==> config.mk <==
export PLATFORM = sky130hd
export DESIGN_NAME = cassette_bit_audio_encoder
export DESIGN_NICKNAME = d
export VERILOG_FILES = /design/src/sv/ceb_pkg.sv /design/src/sv/cassette_bit_audio_encoder.sv /design/src/sv/ceb_serial_mul.sv /design/src/sv/ceb_filter.sv /design/src/sv/ceb_bit_timer.sv
export SDC_FILE = /design/constraint.sdc
export NUM_CORES = 1
export LEC_CHECK = 0
export ABC_AREA = 0
export BUFFER_PORTS_ARGS = -buffer_cell sky130_fd_sc_hd__buf_4
export CAP_MARGIN = 20
export CORE_UTILIZATION = 64
export DETAILED_ROUTE_END_ITERATION = 6
export PLACE_DENSITY = 0.88
export SLEW_MARGIN = 30
export SYNTH_ARGS = -nofsm -noshare
export SYNTH_HDL_FRONTEND = slang
export SYNTH_SLANG_ARGS = --single-unit
==> constraint.sdc <==
create_clock -name clk -period 6 [get_ports clk]
set_input_delay 1.2 -clock clk [delete_from_list [all_inputs] [get_ports clk]]
set_output_delay 1.2 -clock clk [all_outputs]
set_load 0.05 [all_outputs]
==> src/sv/ceb_pkg.sv <==
`default_nettype none
package ceb_pkg;

  // Input item opcodes
  localparam logic OP_LOAD = 1'b0;
  localparam logic OP_TICK = 1'b1;

  // Configuration register indexes
  localparam int unsigned CFG_IDX_W = 2;
  typedef enum logic [CFG_IDX_W-1:0] {
    REG_BIT_PERIOD = 2'd0,
    REG_HIGH_LEVEL = 2'd1
  } cfg_reg_t;

  localparam int unsigned CFG_DATA_W = 16;
  localparam int unsigned PERIOD_W   = 16;
  localparam int unsigned LEVEL_W    = 7;
  localparam logic [PERIOD_W-1:0] PERIOD_RESET = 16'd38;
  localparam logic [LEVEL_W-1:0]  LEVEL_RESET  = 7'd90;

  // Output clip and offset-binary conversion
  localparam int unsigned CLIP_MAX   = 127;
  localparam logic [7:0]  SAMPLE_OFS = 8'h80;

  typedef struct packed {
    logic       op;
    logic [7:0] data_byte;
  } in_item_t;

  typedef struct packed {
    logic [7:0] sample;
    logic       sample_valid;
    logic       load_refused;
    logic       busy_res;
  } out_item_t;

  // Bit timer status toward the top level, valid in the accept cycle
  typedef struct packed {
    logic [LEVEL_W-1:0] drive;
    logic               refused;
    logic               busy;
  } timer_res_t;

endpackage
`default_nettype wire

==> src/sv/cassette_bit_audio_encoder.sv <==
`default_nettype none
// Cassette bit audio encoder.
// Input channel (in_valid/in_stall/in_data): a load item (op 0) hands over
// one byte to send MSB first; a tick item (op 1) asks for one audio sample.
// Every item gives exactly one result on the output channel
// (out_valid/out_stall/out_data): the filtered sample on ticks, status only
// on loads. A load while a byte is still being sent is refused and flagged.
// Configuration: cfg_we with cfg_index and cfg_wdata writes the half-cycle
// length (index 0) or the drive level (index 1). The user must write only
// while idle; the block itself does not enforce this.
// Timing: one item at a time. A load's result goes through the holding
// register into the output register; a tick's result waits for the serial
// multiplier, which walks one coefficient bit per cycle, once for the
// low-pass and once for the high-pass stage.
// A finished result waits in a holding register while the output register
// is stalled; in_stall stays high from a transfer until its result has
// moved into the output register.
// Synchronous reset: encoder idle, filters at zero, registers at 38 and 90.
module cassette_bit_audio_encoder #(
  parameter int unsigned FRAC_BITS = 16
) (
  input  wire logic                           clk,
  input  wire logic                           rst_n,
  input  wire logic                           in_valid,
  output logic                                in_stall,
  input  wire ceb_pkg::in_item_t              in_data,
  output logic                                out_valid,
  input  wire logic                           out_stall,
  output ceb_pkg::out_item_t                  out_data,
  input  wire logic                           cfg_we,
  input  wire logic [ceb_pkg::CFG_IDX_W-1:0]  cfg_index,
  input  wire logic [ceb_pkg::CFG_DATA_W-1:0] cfg_wdata
);
  import ceb_pkg::*;

  typedef enum logic [2:0] {
    S_IDLE = 3'b001,
    S_FILT = 3'b010,
    S_HOLD = 3'b100
  } state_t;

  state_t              state_r, state_nxt;
  logic [PERIOD_W-1:0] period_r;
  logic [LEVEL_W-1:0]  level_r;
  out_item_t           res_r, out_r;
  logic                out_valid_r;
  logic                in_accept;
  logic                out_free;
  logic                filt_start, filt_done;
  logic [7:0]          filt_sample;
  timer_res_t          tres;

  assign in_stall   = (state_r != S_IDLE);
  assign in_accept  = in_valid && !in_stall;
  assign out_free   = !out_valid_r || !out_stall;
  assign filt_start = in_accept && (in_data.op == OP_TICK);

  // configuration registers
  always_ff @(posedge clk) begin
    if (!rst_n) begin
      period_r <= PERIOD_RESET;
      level_r  <= LEVEL_RESET;
    end else if (cfg_we) begin
      case (cfg_index)
        REG_BIT_PERIOD: period_r <= cfg_wdata[PERIOD_W-1:0];
        REG_HIGH_LEVEL: level_r  <= cfg_wdata[LEVEL_W-1:0];
        default: ;
      endcase
    end
  end

  // item sequencing
  always_comb begin
    state_nxt = state_r;
    case (state_r)
      S_IDLE: begin
        if (in_accept) begin
          state_nxt = (in_data.op == OP_TICK) ? S_FILT : S_HOLD;
        end
      end
      S_FILT: begin
        if (filt_done) begin
          state_nxt = S_HOLD;
        end
      end
      S_HOLD: begin
        if (out_free) begin
          state_nxt = S_IDLE;
        end
      end
      default: state_nxt = S_IDLE;
    endcase
  end

  always_ff @(posedge clk) begin
    if (!rst_n) begin
      state_r     <= S_IDLE;
      out_valid_r <= 1'b0;
    end else begin
      state_r <= state_nxt;
      if (state_r == S_HOLD && out_free) begin
        out_valid_r <= 1'b1;
      end else if (!out_stall) begin
        out_valid_r <= 1'b0;
      end
    end
  end

  // holding and output registers
  always_ff @(posedge clk) begin
    if (in_accept) begin
      res_r.sample       <= '0;
      res_r.sample_valid <= (in_data.op == OP_TICK);
      res_r.load_refused <= tres.refused;
      res_r.busy_res     <= tres.busy;
    end else if (state_r == S_FILT && filt_done) begin
      res_r.sample <= filt_sample;
    end
    if (state_r == S_HOLD && out_free) begin
      out_r <= res_r;
    end
  end

  ceb_bit_timer u_timer (
    .clk        (clk),
    .rst_n      (rst_n),
    .accept     (in_accept),
    .item       (in_data),
    .bit_period (period_r),
    .high_level (level_r),
    .res        (tres)
  );

  ceb_filter #(
    .FRAC_BITS (FRAC_BITS)
  ) u_filter (
    .clk    (clk),
    .rst_n  (rst_n),
    .start  (filt_start),
    .drive  (tres.drive),
    .done   (filt_done),
    .sample (filt_sample)
  );

  assign out_valid = out_valid_r;
  assign out_data  = out_r;

endmodule
`default_nettype wire

==> src/sv/ceb_serial_mul.sv <==
`default_nettype none
// Shift-add multiplier: one coefficient bit per cycle, LSB first.
// Result is floor(operand * coef / 2^NB).
module ceb_serial_mul #(
  parameter int unsigned W  = 25,
  parameter int unsigned NB = 16
) (
  input  wire logic                clk,
  input  wire logic                rst_n,
  input  wire logic                start,
  input  wire logic signed [W-1:0] operand,
  input  wire logic [NB-1:0]       coef,
  output logic                     done,
  output logic signed [W-1:0]      prod
);

  localparam int unsigned CW = $clog2(NB + 1);

  logic signed [W:0]   acc_r, acc_nxt, sum;
  logic signed [W-1:0] opnd_r;
  logic [NB-1:0]       coef_r;
  logic [CW-1:0]       cnt_r;
  logic                busy_r;
  logic                done_r;

  // add the selected partial product, then drop one bit (floor)
  assign sum     = acc_r + (coef_r[0] ? {opnd_r[W-1], opnd_r} : '0);
  assign acc_nxt = sum >>> 1;

  always_ff @(posedge clk) begin
    if (!rst_n) begin
      busy_r <= 1'b0;
      done_r <= 1'b0;
      cnt_r  <= '0;
    end else begin
      done_r <= 1'b0;
      if (start) begin
        busy_r <= 1'b1;
        cnt_r  <= '0;
      end else if (busy_r) begin
        cnt_r <= cnt_r + 1'b1;
        if (cnt_r == CW'(NB - 1)) begin
          busy_r <= 1'b0;
          done_r <= 1'b1;
        end
      end
    end
  end

  // datapath
  always_ff @(posedge clk) begin
    if (start) begin
      acc_r  <= '0;
      opnd_r <= operand;
      coef_r <= coef;
    end else if (busy_r) begin
      acc_r  <= acc_nxt;
      coef_r <= coef_r >> 1;
    end
  end

  assign done = done_r;
  assign prod = acc_r[W-1:0];

endmodule
`default_nettype wire

==> src/sv/ceb_filter.sv <==
`default_nettype none
// Low-pass then high-pass stage, sharing one serial multiplier.
// The sample is taken from the accumulators before the update.
module ceb_filter #(
  parameter int unsigned FRAC_BITS = 16
) (
  input  wire logic                        clk,
  input  wire logic                        rst_n,
  input  wire logic                        start,
  input  wire logic [ceb_pkg::LEVEL_W-1:0] drive,
  output logic                             done,
  output logic [7:0]                       sample
);
  import ceb_pkg::*;

  localparam int unsigned AW = FRAC_BITS + 9;
  localparam longint unsigned KL_L =
    ((64'd5577 << FRAC_BITS) + 64'd5000) / 64'd10000;
  localparam longint unsigned KH_L =
    ((64'd70984 << FRAC_BITS) + 64'd5000000) / 64'd10000000;
  localparam logic [FRAC_BITS-1:0] KL = KL_L[FRAC_BITS-1:0];
  localparam logic [FRAC_BITS-1:0] KH = KH_L[FRAC_BITS-1:0];
  localparam longint unsigned CLIP_L = 64'(CLIP_MAX) << FRAC_BITS;
  localparam logic signed [AW:0] CLIP_HI = CLIP_L[AW:0];
  localparam logic signed [AW:0] CLIP_LO = -CLIP_HI;

  typedef enum logic [2:0] {
    F_IDLE = 3'b001,
    F_LP   = 3'b010,
    F_HP   = 3'b100
  } fstate_t;

  fstate_t state_r, state_nxt;

  logic signed [AW-1:0] lp_r, hp_r, lp_new;
  logic signed [AW-1:0] x_fix;
  logic signed [AW:0]   d;
  logic [AW:0]          mag;
  logic [6:0]           ipart;
  logic [7:0]           v;
  logic [7:0]           sample_r;
  logic                 mul_start, mul_done;
  logic signed [AW-1:0] mul_opnd, mul_prod;
  logic [FRAC_BITS-1:0] mul_coef;

  // output value from current accumulators: clip, truncate toward zero
  assign d     = {lp_r[AW-1], lp_r} - {hp_r[AW-1], hp_r};
  assign mag   = d[AW] ? -d : d;
  assign ipart = mag[FRAC_BITS +: 7];
  always_comb begin
    if (d >= CLIP_HI) begin
      v = 8'(CLIP_MAX);
    end else if (d < CLIP_LO) begin
      v = -8'(CLIP_MAX);
    end else if (d[AW]) begin
      v = -{1'b0, ipart};
    end else begin
      v = {1'b0, ipart};
    end
  end

  assign x_fix  = signed'({2'b00, drive, {FRAC_BITS{1'b0}}});
  assign lp_new = lp_r + mul_prod;

  // multiplier launch: low-pass on start, high-pass when low-pass is done
  always_comb begin
    state_nxt = state_r;
    mul_start = 1'b0;
    mul_opnd  = x_fix - lp_r;
    mul_coef  = KL;
    case (state_r)
      F_IDLE: begin
        if (start) begin
          mul_start = 1'b1;
          state_nxt = F_LP;
        end
      end
      F_LP: begin
        mul_opnd = lp_new - hp_r;
        mul_coef = KH;
        if (mul_done) begin
          mul_start = 1'b1;
          state_nxt = F_HP;
        end
      end
      F_HP: begin
        if (mul_done) begin
          state_nxt = F_IDLE;
        end
      end
      default: state_nxt = F_IDLE;
    endcase
  end

  always_ff @(posedge clk) begin
    if (!rst_n) begin
      state_r <= F_IDLE;
      lp_r    <= '0;
      hp_r    <= '0;
    end else begin
      state_r <= state_nxt;
      if (state_r == F_LP && mul_done) begin
        lp_r <= lp_new;
      end
      if (state_r == F_HP && mul_done) begin
        hp_r <= hp_r + mul_prod;
      end
    end
  end

  always_ff @(posedge clk) begin
    if (state_r == F_IDLE && start) begin
      sample_r <= v ^ SAMPLE_OFS;
    end
  end

  ceb_serial_mul #(
    .W  (AW),
    .NB (FRAC_BITS)
  ) u_mul (
    .clk     (clk),
    .rst_n   (rst_n),
    .start   (mul_start),
    .operand (mul_opnd),
    .coef    (mul_coef),
    .done    (mul_done),
    .prod    (mul_prod)
  );

  assign done   = (state_r == F_HP) && mul_done;
  assign sample = sample_r;

endmodule
`default_nettype wire

==> src/sv/ceb_bit_timer.sv <==
`default_nettype none
// Byte shifter and half-cycle timing; updates on each accepted item.
module ceb_bit_timer (
  input  wire logic                         clk,
  input  wire logic                         rst_n,
  input  wire logic                         accept,
  input  wire ceb_pkg::in_item_t            item,
  input  wire logic [ceb_pkg::PERIOD_W-1:0] bit_period,
  input  wire logic [ceb_pkg::LEVEL_W-1:0]  high_level,
  output ceb_pkg::timer_res_t               res
);
  import ceb_pkg::*;

  logic [7:0]          shift_r, shift_nxt;
  logic [3:0]          bits_left_r, bits_left_nxt;
  logic                second_r, second_nxt;
  logic [PERIOD_W-1:0] count_r, count_nxt;
  logic                level_r, level_nxt;

  logic                active;
  logic                bit_now;
  logic [PERIOD_W-1:0] period_raw, period;
  logic [PERIOD_W:0]   cnt;

  assign active     = (bits_left_r != 4'd0);
  assign bit_now    = shift_r[7];
  assign period_raw = bit_now ? {1'b0, bit_period[PERIOD_W-1:1]} : bit_period;
  assign period     = (period_raw == '0) ? PERIOD_W'(1) : period_raw;
  assign cnt        = {1'b0, count_r} + 1'b1;

  always_comb begin
    shift_nxt     = shift_r;
    bits_left_nxt = bits_left_r;
    second_nxt    = second_r;
    count_nxt     = count_r;
    level_nxt     = level_r;
    if (accept) begin
      if (item.op == OP_LOAD) begin
        if (!active) begin
          shift_nxt     = item.data_byte;
          bits_left_nxt = 4'd8;
          count_nxt     = '0;
          second_nxt    = 1'b0;
        end
      end else if (active) begin
        if (cnt >= {1'b0, period}) begin
          // half-cycle ends
          level_nxt = ~level_r;
          count_nxt = '0;
          if (bit_now && !second_r) begin
            second_nxt = 1'b1;
          end else begin
            second_nxt    = 1'b0;
            shift_nxt     = {shift_r[6:0], 1'b0};
            bits_left_nxt = bits_left_r - 4'd1;
          end
        end else begin
          count_nxt = cnt[PERIOD_W-1:0];
        end
      end
    end
  end

  always_ff @(posedge clk) begin
    if (!rst_n) begin
      shift_r     <= '0;
      bits_left_r <= '0;
      second_r    <= 1'b0;
      count_r     <= '0;
      level_r     <= 1'b0;
    end else begin
      shift_r     <= shift_nxt;
      bits_left_r <= bits_left_nxt;
      second_r    <= second_nxt;
      count_r     <= count_nxt;
      level_r     <= level_nxt;
    end
  end

  assign res.drive   = (active && !level_r) ? high_level : '0;
  assign res.refused = (item.op == OP_LOAD) && active;
  assign res.busy    = (bits_left_nxt != 4'd0);

endmodule
`default_nettype wire

; Yosys cells after proc, flatten, opt, wreduce, memory -nomap -nowiden
; Cells that the tools add are included.
[word_totals]
reg_bits = 213
in_bits = 32
out_inout_bits = 13
wordCells = 150
[classes]
n_addsub = 11
n_lt_le_gt_ge = 3
eq_ne = 20
n_mux = 50
n_bitwise = 5
n_reduce_logical = 32
[ops]
columns = op, count
row1 = $mux W16, 9
row2 = $mux W8, 8
row3 = $add A25 B25 Y25, 2
row4 = $add A26 B26 Y26, 1
row5 = $ge A26 B24 Y1 const B, 1
row6 = $lt A26 B24 Y1 const B, 1
row7 = $mux W26, 1
row8 = $sub A25 B25 Y26, 1
row9 = $mux W25, 1
row10 = $sub A24 B25 Y25, 1
row11 = $sub A25 B25 Y25, 1
row12 = $mux W4, 6
row13 = $mux W23, 1
row14 = $neg A23 Y23, 1
row15 = $mux W3, 7
row16 = $pmux W3 S3, 2
row17 = $add A16 B1 Y17 const B, 1
row18 = $ge A17 B16 Y1, 1
row19 = $logic_not A16 Y1, 1
row20 = $ne A2 B2 Y1 const B, 8
row21 = $mux W1, 13
row22 = $logic_and A1 B1 Y1, 10
row23 = $reduce_and A3 Y1, 3
row24 = $neg A7 Y8, 1
row25 = 22 further kinds, 39

; Logic depth before layout (Yosys ltp)
; Gate-level depths: netlist of run 1.
[logic_depth]
word_depth = 9
depth_mapped = 21
ltp_nobuf = 21

; Modules after synthesis
; From an unflattened synthesis of run 1, not the netlist that was laid out.
[hier_totals]
hier_cells = 1922
area_unflattened_um2 = 16286.9
[by_module_without_submodules]
columns = module, n_inst, cells_per_inst, area_each_um2, seq_area_each_um2
row1 = ceb_filter, 1, 1100, 8122.8, 1301.2
row2 = ceb_serial_mul, 1, 389, 4093.9, 1871.8
row3 = ceb_bit_timer, 1, 271, 2263.4, 600.6
row4 = cassette_bit_audio_encoder, 1, 162, 1806.7, 1121.1

; Worst setup path before layout of run 1
; OpenSTA, ideal clock, no wires.
[synth_path]
kind = register -> register
start = register u_filter.u_mul.acc_r[4]
end = register u_filter.u_mul.opnd_r[24], data pin
setup_ps = 264
arrival_ps = 4032
required_ps = 5736
path_slack_ps = 1705
path_stages_with_launch = 19
path_buffers = 0
synth_period_minus_slack_ps = 4295
cell_sequence = dfxtp_1 ha_1 o21a_1 o21a_1 and3_1 a221oi_1 a211oi_1 o41ai_1 o21ai_0 xor2_1 ha_1 a21oi_1 o21ai_0 a21o_1 a31oi_1 o2111ai_1 a31o_2 a31oi_1 xor2_1
[synth_via]
elab_chain_len = 3
[synth_lines]
columns = element, line
row1 = from (decl), ceb_serial_mul.sv:19  ; logic signed [W:0] acc_r, acc_nxt, sum;
row2 = from (signal assigned), ceb_serial_mul.sv:57  ; acc_r <= acc_nxt;
row3 = $add A25 B25 Y25, ceb_filter.sv:63  ; assign lp_new = lp_r + mul_prod;
row4 = via u_filter.lp_new[17], ceb_filter.sv:35  ; logic signed [AW-1:0] lp_r, hp_r, lp_new;
row5 = $sub A25 B25 Y25, ceb_filter.sv:79  ; mul_opnd = lp_new - hp_r;
row6 = $mux W25, ceb_filter.sv:71  ; case (state_r)
row7 = via u_filter.mul_opnd[24], ceb_filter.sv:43  ; logic signed [AW-1:0] mul_opnd, mul_prod;
row8 = to (signal assigned), ceb_serial_mul.sv:54  ; opnd_r <= operand;
row9 = to (decl), ceb_serial_mul.sv:20  ; logic signed [W-1:0] opnd_r;
; The timed path passes the listed nets, and every way through them passes these cells.
; A chain may end at the register's enable or synchronous reset.

; Worst setup path after layout of run 1
[layout_path]
start = register u_filter.u_mul.acc_r[1]
end = register u_filter.u_mul.opnd_r[24], data pin
; The elaborated chain is that of the path after synthesis.

==> results of run 1 <==
## synthesized netlist by cell type (9+ instances only)
library cell / n / area (sq um)
dfxtp_1: 150 / 3003
a21boi_0: 11 / 82.58
nand2_1: 207 / 777.0
nand2b_1: 21 / 131.4
nand3_1: 56 / 280.3
nor3_1: 53 / 265.3
a31oi_1: 18 / 112.6
nor2_1: 169 / 634.4
o21bai_1: 21 / 157.7
mux2i_1: 60 / 600.6
clkbuf_1: 61 / 229.0
and2_1: 46 / 287.8
o31ai_1: 12 / 90.09
edfxtp_1: 63 / 1892
o21ai_0: 79 / 395.4
a211oi_1: 22 / 165.2
o21ai_1: 10 / 50.05
a21oi_1: 179 / 895.9
o211ai_1: 9 / 67.56
nor2b_1: 22 / 137.6
or4_1: 9 / 67.56
inv_1: 93 / 349.1
nand4_1: 25 / 156.4
a21o_1: 38 / 285.3
o21a_1: 26 / 195.2
and3_1: 21 / 131.4
ha_1: 151 / 1889
a211o_1: 9 / 78.83
xor2_1: 43 / 376.6
xnor2_1: 83 / 727.0
a22oi_1: 16 / 120.1
or3_1: 27 / 168.9
nor4_1: 10 / 62.56
nand3b_1: 9 / 67.56
## worst min-delay path by stage
stage / from / to / slack, ns / cells after the start
3_3_place_gp: res_r[0]$_DFFE_PP_ / out_data[0]$_DFFE_PP_ / 0.40 / 0
6_report: res_r[4]$_SDFFE_PP0P_ / out_data[4]$_DFFE_PP_ / 0.43 / 0
3_5_place_dp: res_r[3]$_SDFFE_PP0P_ / out_data[3]$_DFFE_PP_ / 0.42 / 0
2_1_floorplan: res_r[0]$_DFFE_PP_ / out_data[0]$_DFFE_PP_ / 0.40 / 0
4_1_cts: res_r[4]$_SDFFE_PP0P_ / out_data[4]$_DFFE_PP_ / 0.43 / 0
5_1_grt: res_r[4]$_SDFFE_PP0P_ / out_data[4]$_DFFE_PP_ / 0.44 / 0
## flip-flops by register name, indices dropped and copies added (netlist names)
register               cells
u_filter.sample            8
u_timer.bits_left_r        4
u_filter.state_r           3
level_r                    7
u_filter.u_mul.opnd_r     25
res_r                     11
u_filter.u_mul.coef_r     16
u_timer.count_r           16
out_data                  11
u_filter.u_mul.done        1
u_filter.u_mul.busy_r      1
u_timer.level_r            1
u_timer.second_r           1
u_filter.u_mul.cnt_r       5
out_valid                  1
u_timer.shift_r            8
u_filter.hp_r             25
period_r                  16
u_filter.u_mul.acc_r      25
u_filter.lp_r             25
state_r                    3
## through the flow
| stage | total power [uW] | cells | hold slack, ns | instance area (sq um) |
|---|---|---|---|---|
| 2_1_floorplan | 3286 | 1953 | 0.4003 | 16030 |
| 5_1_grt | 5473 | 2312 | 0.4426 | 17420 |
| 3_5_place_dp | 3716 | 2266 | 0.4206 | 16640 |
| 3_3_place_gp | 3660 | 2265 | 0.4011 | 16630 |
| 4_1_cts | 5151 | 2312 | 0.4336 | 17400 |
| 6_report | 5163 | 2312 | 0.4313 | 17420 |
## worst reg2reg max path, stage by stage (launching register included)
cell and delay, ns:
dfxtp_1 0.41, ha_1 0.26, a21o_1 0.16, a21oi_1 0.30
o211ai_1 0.18, a221oi_1 0.59, a211oi_1 0.22, o41ai_1 0.66
o21ai_0 0.24, xor2_1 0.20, ha_1 0.38, a21oi_1 0.16
o21ai_0 0.10, a21o_1 0.19, a31oi_1 0.24, o2111ai_1 0.21
a31o_2 0.24, a31oi_1 0.19, xor2_1 0.09
## cell usage in the layout (no fill, tap or decap), types with 18 or more instances in the layout
cell type,instances
o21a_1,26
and3_1,21
and2_1,46
dfxtp_1,149
or3_1,27
a211oi_1,22
nand2b_1,21
nand3_1,56
nor2b_1,21
xor2_1,43
edfxtp_1,63
nand4_1,25
a31oi_1,18
o21bai_1,21
clkbuf_16,26
a21o_1,38
buf_4,59
ha_1,151
mux2i_1,60
nor3_1,53
o21ai_0,79
a21oi_1,178
nand2_1,206
inv_1,93
nor2_1,169
xnor2_1,83
## cell type report
type | instances | area, sq um | area share [%]
sequential | 213 | 4896 | 28.11
clock inverter | 1 | 8.758 | 0.05029
multi-input combinational | 1573 | 10550 | 60.56
clock buffer | 45 | 752.0 | 4.318
inverter | 97 | 364.1 | 2.091
tap | 324 | 405.4 | 2.328
timing repair buffer | 59 | 442.9 | 2.543
## power breakdown
| group | switching (uW) | internal [uW] |
|---|---|---|
| clock network | 588 | 839 |
| logic | 1130 | 861 |
| registers | 141 | 1610 |
| total | 1850 | 3310 |
## routing by layer
metal	vias up	GRT usage [%]
met5	-	0
met2	473	56.40
met4	0	14.46
met3	126	3.273
li1	7117	-
met1	6909	39.02
## logic make-up after synthesis
kind of cell / after synthesis / share of synthesized area [%]
and+or+nand+nor: 709 / 21.53
muxes: 61 / 3.816
DFF: 213 / 30.53
xor gates and xnor gates: 126 / 6.884
adders and majority gates: 156 / 12.41
buffers and inverters: 167 / 3.957
AOI/OAI and AO/OA: 521 / 20.87
==> flow_metrics.tcl, run 1 <==
set metrics [dict create \
    status "complete, no violations" \
    drt_wl_total_um 41640 \
    fin_util_pct 71.20 \
    dr_wl_met3_um 2053 \
    end_kind "register" \
    synth-edff-count 63 \
    critPathMaxFanout 7 \
    slowest_stage "o41ai_1" \
    maxSlewHeadroom_pct 43.35 \
    post_cts_resized 0 \
    clock_skew_ns 0.01503 \
    fp.dieH_um 160.3 \
    cts_tree "yes" \
    tns_ns 0 \
    crit_required_ns 6.27 \
    final_nets 2157 \
    peakVddDrop_v 0.0002233 \
    drc 0 \
    path_clk_slew_ns 0.06 \
    r2r_slack_ns 0.70 \
    rsz0062_at_grt "false" \
    seq_area_frac_synth_pct 30.53 \
    min_path_type "register to register" \
    crit_family "compound AO/OA/AOI/OAI gates" \
    grt_pass1_vias 14090 \
    met2RoutedLength_um 20310 \
    antenna_cells 0 \
    clock.fmax_ghz 0.1886 \
    cts_root_buf "clkbuf_16" \
    fin_crit_ns 5.301 \
    async_reset_ff_share_pct 0 \
    htree_levels 1 \
    slowest_delay_ns 0.66 \
    syn-cell-area_sq_um 16030 \
    antenna_found_initial 0 \
    io_buffers 44 \
    fill_cells 1880 \
    post-place-ws_ns 0.8905 \
    routedWlPerCell_um 18.01 \
    viasPerCell 6.326 \
    ys_seq_elements 213 \
    finalCritPeriodShare_pct 88.35 \
    drive_above_1_share_pct 6.187 \
    clock_sinks 213 \
    syn2layout_area_growth_pct 8.640 \
    worst-path-buf-inv 0 \
    cp.arrival_ns 5.57 \
    cts_setup_buffers 0 \
    std_cell_rows 57 \
    synth.avg_cell_area_sq_um 8.209 \
    ys.warnings.count 0 \
    grt_pass1_wl_um 67630 \
    gr-usage-all-layers_pct 31.90 \
    rr_worst_depth 18 \
    cts_hold_buf 0 \
    critical_path_class "register to register" \
    drtAntennaViolNets 0 \
    insertion_delay_ns 0.54 \
    hold_viol_final 0 \
    top_layer_used "met4" \
    drt_iter0_drc 1133 \
    synth_flop_cell "dfxtp_1" \
    wl_met1_um 17620 \
    endpoint "u_filter.u_mul.opnd_r[24]$_DFFE_PP_" \
    firstDrtPassIters 6 \
    vias 14630 \
    coreArea_sq_um 24460 \
    critPathLaunch "u_filter.u_mul.acc_r[1]$_SDFFE_PP0P_" \
    start_util_pct 65.54 \
    cts_buffer_depth 3 \
    gp_congestion 0.9404 \
    drv_cap 0 \
    drv_slew 0 \
    die_x_um 160.3 \
    power.density_nw_per_um2 296.4 \
    dp_hpwl_um 31020 \
    final-setup-viol-count 0 \
    num_io_pins 45 \
    grt_start_max_net_pins 67 \
    overflow 0 \
    synthCells 1953 \
    cts_buffers 25 \
    tightest_slew_ns 0.8497 \
    dieArea_sq_um 25690 \
    synth_fp_nets 2141 \
    layout_setup_ws_ns 0.6987 \
    leakage_uw 0.007430 \
    start_kind "register" \
    rr_startpoint "u_filter.u_mul.acc_r[1]$_SDFFE_PP0P_" \
    crit_chain "ha_1 -> a21o_1 -> a21oi_1 -> o211ai_1 -> a221oi_1 -> a211oi_1 -> o41ai_1 -> o21ai_0 -> xor2_1 -> ha_1 -> a21oi_1 -> o21ai_0 -> a21o_1 -> a31oi_1 -> o2111ai_1 -> a31o_2 -> a31oi_1 -> xor2_1" \
    cp.depth 18 \
    ys_types 82 \
    r2r_end "u_filter.u_mul.opnd_r[24]$_DFFE_PP_" \
]
Note: power is estimated with default switching activity, not from simulation.
==> run 2, diff against run 1 <==
ABC_CLOCK_PERIOD_IN_PS = 6000   (was not set)
PLACE_DENSITY = 0.89   (was 0.88)
==> run 2 against run 1 <==
Design area hardly changed. Count of clock-buffer cells in the layout fell by 9. Worst setup slack better by 0.027 ns. Non-clock buffer count decreased by 2. Register-to-register slack better by 0.03 ns. Die area stayed put. Clock power increased by 4%. Core utilization about the same. Critical path type unchanged.
==> flow_metrics.tcl, run 2 (synthesis results as in run 1) <==
set metrics [dict create \
    status "complete, no violations" \
    final_common_cell "nand2_1" \
    firstDrtPassIters 6 \
    syn2layout_area_growth_pct 8.679 \
    rr_worst_depth 18 \
    cts_hold_buf 0 \
    drv_cap 0 \
    cp.arrival_ns 5.56 \
    cts_root_buf "clkbuf_16" \
    power.density_nw_per_um2 301.3 \
    critPathMaxFanout 7 \
    routedWlPerCell_um 18.34 \
    grt_start_max_net_pins 52 \
    cts_buffers 25 \
    htree_levels 1 \
    leakage_uw 0.007435 \
    clock_skew_ns 0.006587 \
    end_kind "register" \
    start_kind "register" \
    dp_hpwl_um 31340 \
    rsz0062_at_grt "false" \
    layout_common_cells "nand2_1, a21oi_1, nor2_1, ha_1, dfxtp_1" \
    tightest_slew_ns 1.041 \
    dieArea_sq_um 25690 \
    drt_iter0_drc 1130 \
    fp.dieH_um 160.3 \
    grt_pass1_vias 14270 \
    path_clk_slew_ns 0.06 \
    endpoint "u_filter.u_mul.opnd_r[24]$_DFFE_PP_" \
    io_buffers 44 \
    tns_ns 0 \
    num_io_pins 45 \
    vias 14730 \
    start_util_pct 65.54 \
    clock.fmax_ghz 0.1896 \
    insertion_delay_ns 0.53 \
    r2r_slack_ns 0.73 \
    maxSlewHeadroom_pct 30.53 \
    drive_above_1_share_pct 6.546 \
    viasPerCell 6.377 \
    seq_area_sq_um 4896 \
    cts_setup_buffers 0 \
    fin_crit_ns 5.274 \
    peakVddDrop_v 0.0002255 \
    critPathLaunch "u_filter.u_mul.acc_r[1]$_SDFFE_PP0P_" \
    coreArea_sq_um 24460 \
    drc 0 \
    gr-usage-all-layers_pct 32.60 \
    hold_viol_final 0 \
    fill_cells 1864 \
    std_cell_rows 57 \
    r2r_end "u_filter.u_mul.opnd_r[24]$_DFFE_PP_" \
    critical_path_class "register to register" \
    cts_buffer_depth 3 \
    clock_sinks 213 \
    final-setup-viol-count 0 \
    min_path_type "register to register" \
    rr_startpoint "u_filter.u_mul.acc_r[1]$_SDFFE_PP0P_" \
    grt_pass1_wl_um 69380 \
    antenna_found_initial 0 \
    overflow 0 \
    finalCritPeriodShare_pct 87.90 \
    power_uw 5249 \
    gp_congestion 0.9650 \
    die_x_um 160.3 \
    antenna_cells 0 \
    drv_slew 0 \
    cts_tree "yes" \
    drt_wl_total_um 42370 \
    multi_input_area_sq_um 10540 \
    post_cts_resized 0 \
    drtAntennaViolNets 0 \
    crit_required_ns 6.28 \
    final_nets 2155 \
]
## run 2: changes by cell type in the layout (fill, tap and decap cells not counted), sizes merged
cell      before  now
bufinv         0    1
clkbuf        45   36
buf           59   57
inv           97  100
clkinv         1    4
clkinvlp       0    2
## run 2: how the worst min path moves through the flow
stage          depth (start not counted)  slack, ns               endpoint               start
2_1_floorplan                          0       0.40  out_data[0]$_DFFE_PP_  res_r[0]$_DFFE_PP_
3_3_place_gp                           0       0.40  out_data[0]$_DFFE_PP_  res_r[0]$_DFFE_PP_
3_5_place_dp                           0       0.41  out_data[0]$_DFFE_PP_  res_r[0]$_DFFE_PP_
4_1_cts                                0       0.42  out_data[0]$_DFFE_PP_  res_r[0]$_DFFE_PP_
5_1_grt                                0       0.43  out_data[2]$_DFFE_PP_  res_r[2]$_DFFE_PP_
6_report                               0       0.42  out_data[1]$_DFFE_PP_  res_r[1]$_DFFE_PP_
## run 2: cell type report
cell class,count,area share (%)
multi-input cells,1573,60.50
flip-flops and latches,213,28.10
clock buffers,36,4.000
repair buffers,57,2.456
well taps,324,2.327
inverters,97,2.104
clock inverters,10,0.5171
## run 2: routing by layer
| layer | wire [um] | track usage [%] | vias to the layer above |
|---|---|---|---|
| met5 | 0 | 0 | - |
| met4 | 1717 | 14.55 | 0 |
| met3 | 2083 | 2.883 | 121 |
| met2 | 20680 | 57.79 | 495 |
| met1 | 17890 | 40.12 | 6987 |
| li1 | - | - | 7129 |
## run 2: worst max-delay path, stage by stage, from the launching register on
cell and delay, ns:
dfxtp_1 0.42, ha_1 0.27, a21o_1 0.18, a21oi_1 0.33, o211ai_1 0.18, a221oi_1 0.57
a211oi_1 0.21, o41ai_1 0.60, o21ai_0 0.25, xor2_1 0.20, ha_1 0.39, a21oi_1 0.17
o21ai_0 0.09, a21o_1 0.18, a31oi_1 0.24, o2111ai_1 0.22, a31o_2 0.24, a31oi_1 0.19
xor2_1 0.09
## run 2: through the flow
stage | cell area, sq um | worst slack, ns | hold WS [ns] | cells | util [%]
final | 17420 | 0.7258 | 0.4212 | 2310 | 71.22
after CTS | 17420 | 0.8047 | 0.4244 | 2310 | 71.20
after global routing | 17420 | 0.2571 | 0.4257 | 2310 | 71.22
after floorplan | 16030 | 1.705 | 0.4003 | 1953 | -
after detailed placement | 16630 | 0.8494 | 0.4102 | 2264 | 67.99
after global placement | 16620 | 0.9738 | 0.4004 | 2264 | 67.95
## run 2: power by group
part / switching, uW / internal, uW
Combinational: 1140 / 863
Clock: 638 / 854
Sequential: 142 / 1610
Total: 1920 / 3320
==> run 3, diff against run 2 <==
CORE_UTILIZATION = 45   (was 64)
PLACE_DENSITY = 0.68   (was 0.89)
SKIP_CTS_REPAIR_TIMING = 1   (was not set)
==> run 3 against run 2 <==
Count of clock-buffer cells in the layout down 6. Fmax up 4.6%. Sequential power about the same. Non-clock buffer count up 3. Clock skew up 0.0096 ns. Design area up 1.7%. Critical path depth unchanged. Clock power up 13%. Die area up 42%. Power up 3.1%.
==> flow_metrics.tcl, run 3 (synthesis results as in run 1) <==
set metrics [dict create \
    grt_start_max_net_pins 56 \
    hold_viol_final 0 \
    fill_cells 3196 \
    end_kind "register" \
    final_nets 2159 \
    maxSlewHeadroom_pct 32.27 \
    num_io_pins 45 \
    firstDrtPassIters 6 \
    insertion_delay_ns 0.55 \
    layout_common_cells "nand2_1, a21oi_1, nor2_1, ha_1, dfxtp_1" \
    drive_above_1_share_pct 6.680 \
    layout_setup_ws_ns 0.9568 \
    peakVddDrop_v 0.0002358 \
    viasPerCell 5.821 \
    drt_iter0_drc 1063 \
    leakage_uw 0.007506 \
    antenna_found_initial 0 \
    rr_startpoint "u_filter.u_mul.acc_r[1]$_SDFFE_PP0P_" \
    fin_crit_ns 5.043 \
    cts_tree "yes" \
    critPathMaxFanout 7 \
    path_clk_slew_ns 0.06 \
    fin_util_pct 50.94 \
    grt_pass1_vias 13210 \
    grt_pass1_wl_um 68010 \
    finalCritPeriodShare_pct 84.05 \
    drv_cap 0 \
    fp.dieH_um 190.8 \
    r2r_end "u_filter.u_mul.opnd_r[24]$_DFFE_PP_" \
    rsz0062_at_grt "false" \
    r2r_slack_ns 0.96 \
    coreArea_sq_um 34800 \
    drt_wl_total_um 41690 \
    drtAntennaViolNets 0 \
    gr-usage-all-layers_pct 22.87 \
    htree_levels 1 \
    antenna_cells 0 \
    final-setup-viol-count 0 \
    tns_ns 0 \
    holdWs_ns 0.4281 \
    status "complete, no violations" \
    start_kind "register" \
    cts_buffers 26 \
    drv_slew 0 \
    cp.arrival_ns 5.33 \
    clock.fmax_ghz 0.1983 \
    io_buffers 44 \
    routedWlPerCell_um 17.04 \
    overflow 0 \
    rr_worst_depth 18 \
    crit_required_ns 6.28 \
    final_common_cell "nand2_1" \
    drc 0 \
    hp-start "res_r[9]$_SDFFE_PP0P_" \
    gp_congestion 0.9447 \
    min_to "out_data[9]$_DFFE_PP_" \
    cts_root_buf "clkbuf_16" \
    start_util_pct 46.07 \
    syn2layout_area_growth_pct 10.58 \
    vias 14240 \
    min_path_type "register to register" \
    critical_path_class "register to register" \
    tightest_slew_ns 0.9903 \
    cts_buffer_depth 3 \
    clock_sinks 213 \
    power.density_nw_per_um2 305.3 \
    min_path_cells 0 \
    clock_skew_ns 0.01621 \
    dp_hpwl_um 31270 \
    dieArea_sq_um 36390 \
    post-place-ws_ns 1.048 \
    std_cell_rows 68 \
    die_x_um 190.8 \
]
## run 3: how the worst max path moves through the flow
stage	from	to	slack [ns]	depth (start not counted)
4_1_cts	u_filter.u_mul.acc_r[1]$_SDFFE_PP0P_	u_filter.u_mul.opnd_r[24]$_DFFE_PP_	1.02	18
6_report	u_filter.u_mul.acc_r[1]$_SDFFE_PP0P_	u_filter.u_mul.opnd_r[24]$_DFFE_PP_	0.96	18
5_1_grt	u_filter.u_mul.acc_r[1]$_SDFFE_PP0P_	u_filter.u_mul.opnd_r[24]$_DFFE_PP_	0.72	18
3_3_place_gp	u_filter.u_mul.acc_r[1]$_SDFFE_PP0P_	u_filter.u_mul.opnd_r[24]$_DFFE_PP_	1.08	18
3_5_place_dp	u_filter.u_mul.acc_r[1]$_SDFFE_PP0P_	u_filter.u_mul.opnd_r[24]$_DFFE_PP_	1.05	18
2_1_floorplan	u_filter.u_mul.acc_r[4]$_SDFFE_PP0P_	u_filter.u_mul.opnd_r[24]$_DFFE_PP_	1.70	18
## run 3: power breakdown
group,internal (uW),switching (uW)
clock network,1010,669
registers,1610,145
logic,851,1120
## run 3: layout make-up
| type | instances | area, sq um | share of cell area [%] |
|---|---|---|---|
| Clock buffer | 30 | 665.6 | 3.755 |
| Inverter | 97 | 365.4 | 2.061 |
| Timing Repair Buffer | 60 | 450.4 | 2.541 |
| Clock inverter | 18 | 237.7 | 1.341 |
| Tap cell | 455 | 569.3 | 3.211 |
| Sequential cell | 213 | 4896 | 27.62 |
| Multi-Input combinational cell | 1573 | 10540 | 59.47 |
## run 3: critical path, cell delays in order (launching register included)
cell and delay [ns]:
dfxtp_1 0.40, ha_1 0.26, a21o_1 0.18, a21oi_1 0.29
o211ai_1 0.18, a221oi_1 0.54, a211oi_1 0.18, o41ai_1 0.57
o21ai_0 0.22, xor2_1 0.19, ha_1 0.38, a21oi_1 0.16
o21ai_0 0.09, a21o_1 0.18, a31oi_1 0.24, o2111ai_1 0.21
a31o_2 0.23, a31oi_1 0.19, xor2_1 0.08
## run 3: through the flow
stage / cells / total power, uW / area, sq um
2_1_floorplan: 1953 / 3286 / 16030
3_3_place_gp: 2398 / 3680 / 16810
3_5_place_dp: 2398 / 3702 / 16810
4_1_cts: 2446 / 5417 / 17720
5_1_grt: 2446 / 5744 / 17730
6_report: 2446 / 5412 / 17730
## run 3: layer usage
metal,wire [um],GRT usage (%)
met5,0,0
met1,21070,34.97
met4,658,4.769
met2,17380,34.13
met3,2577,2.484
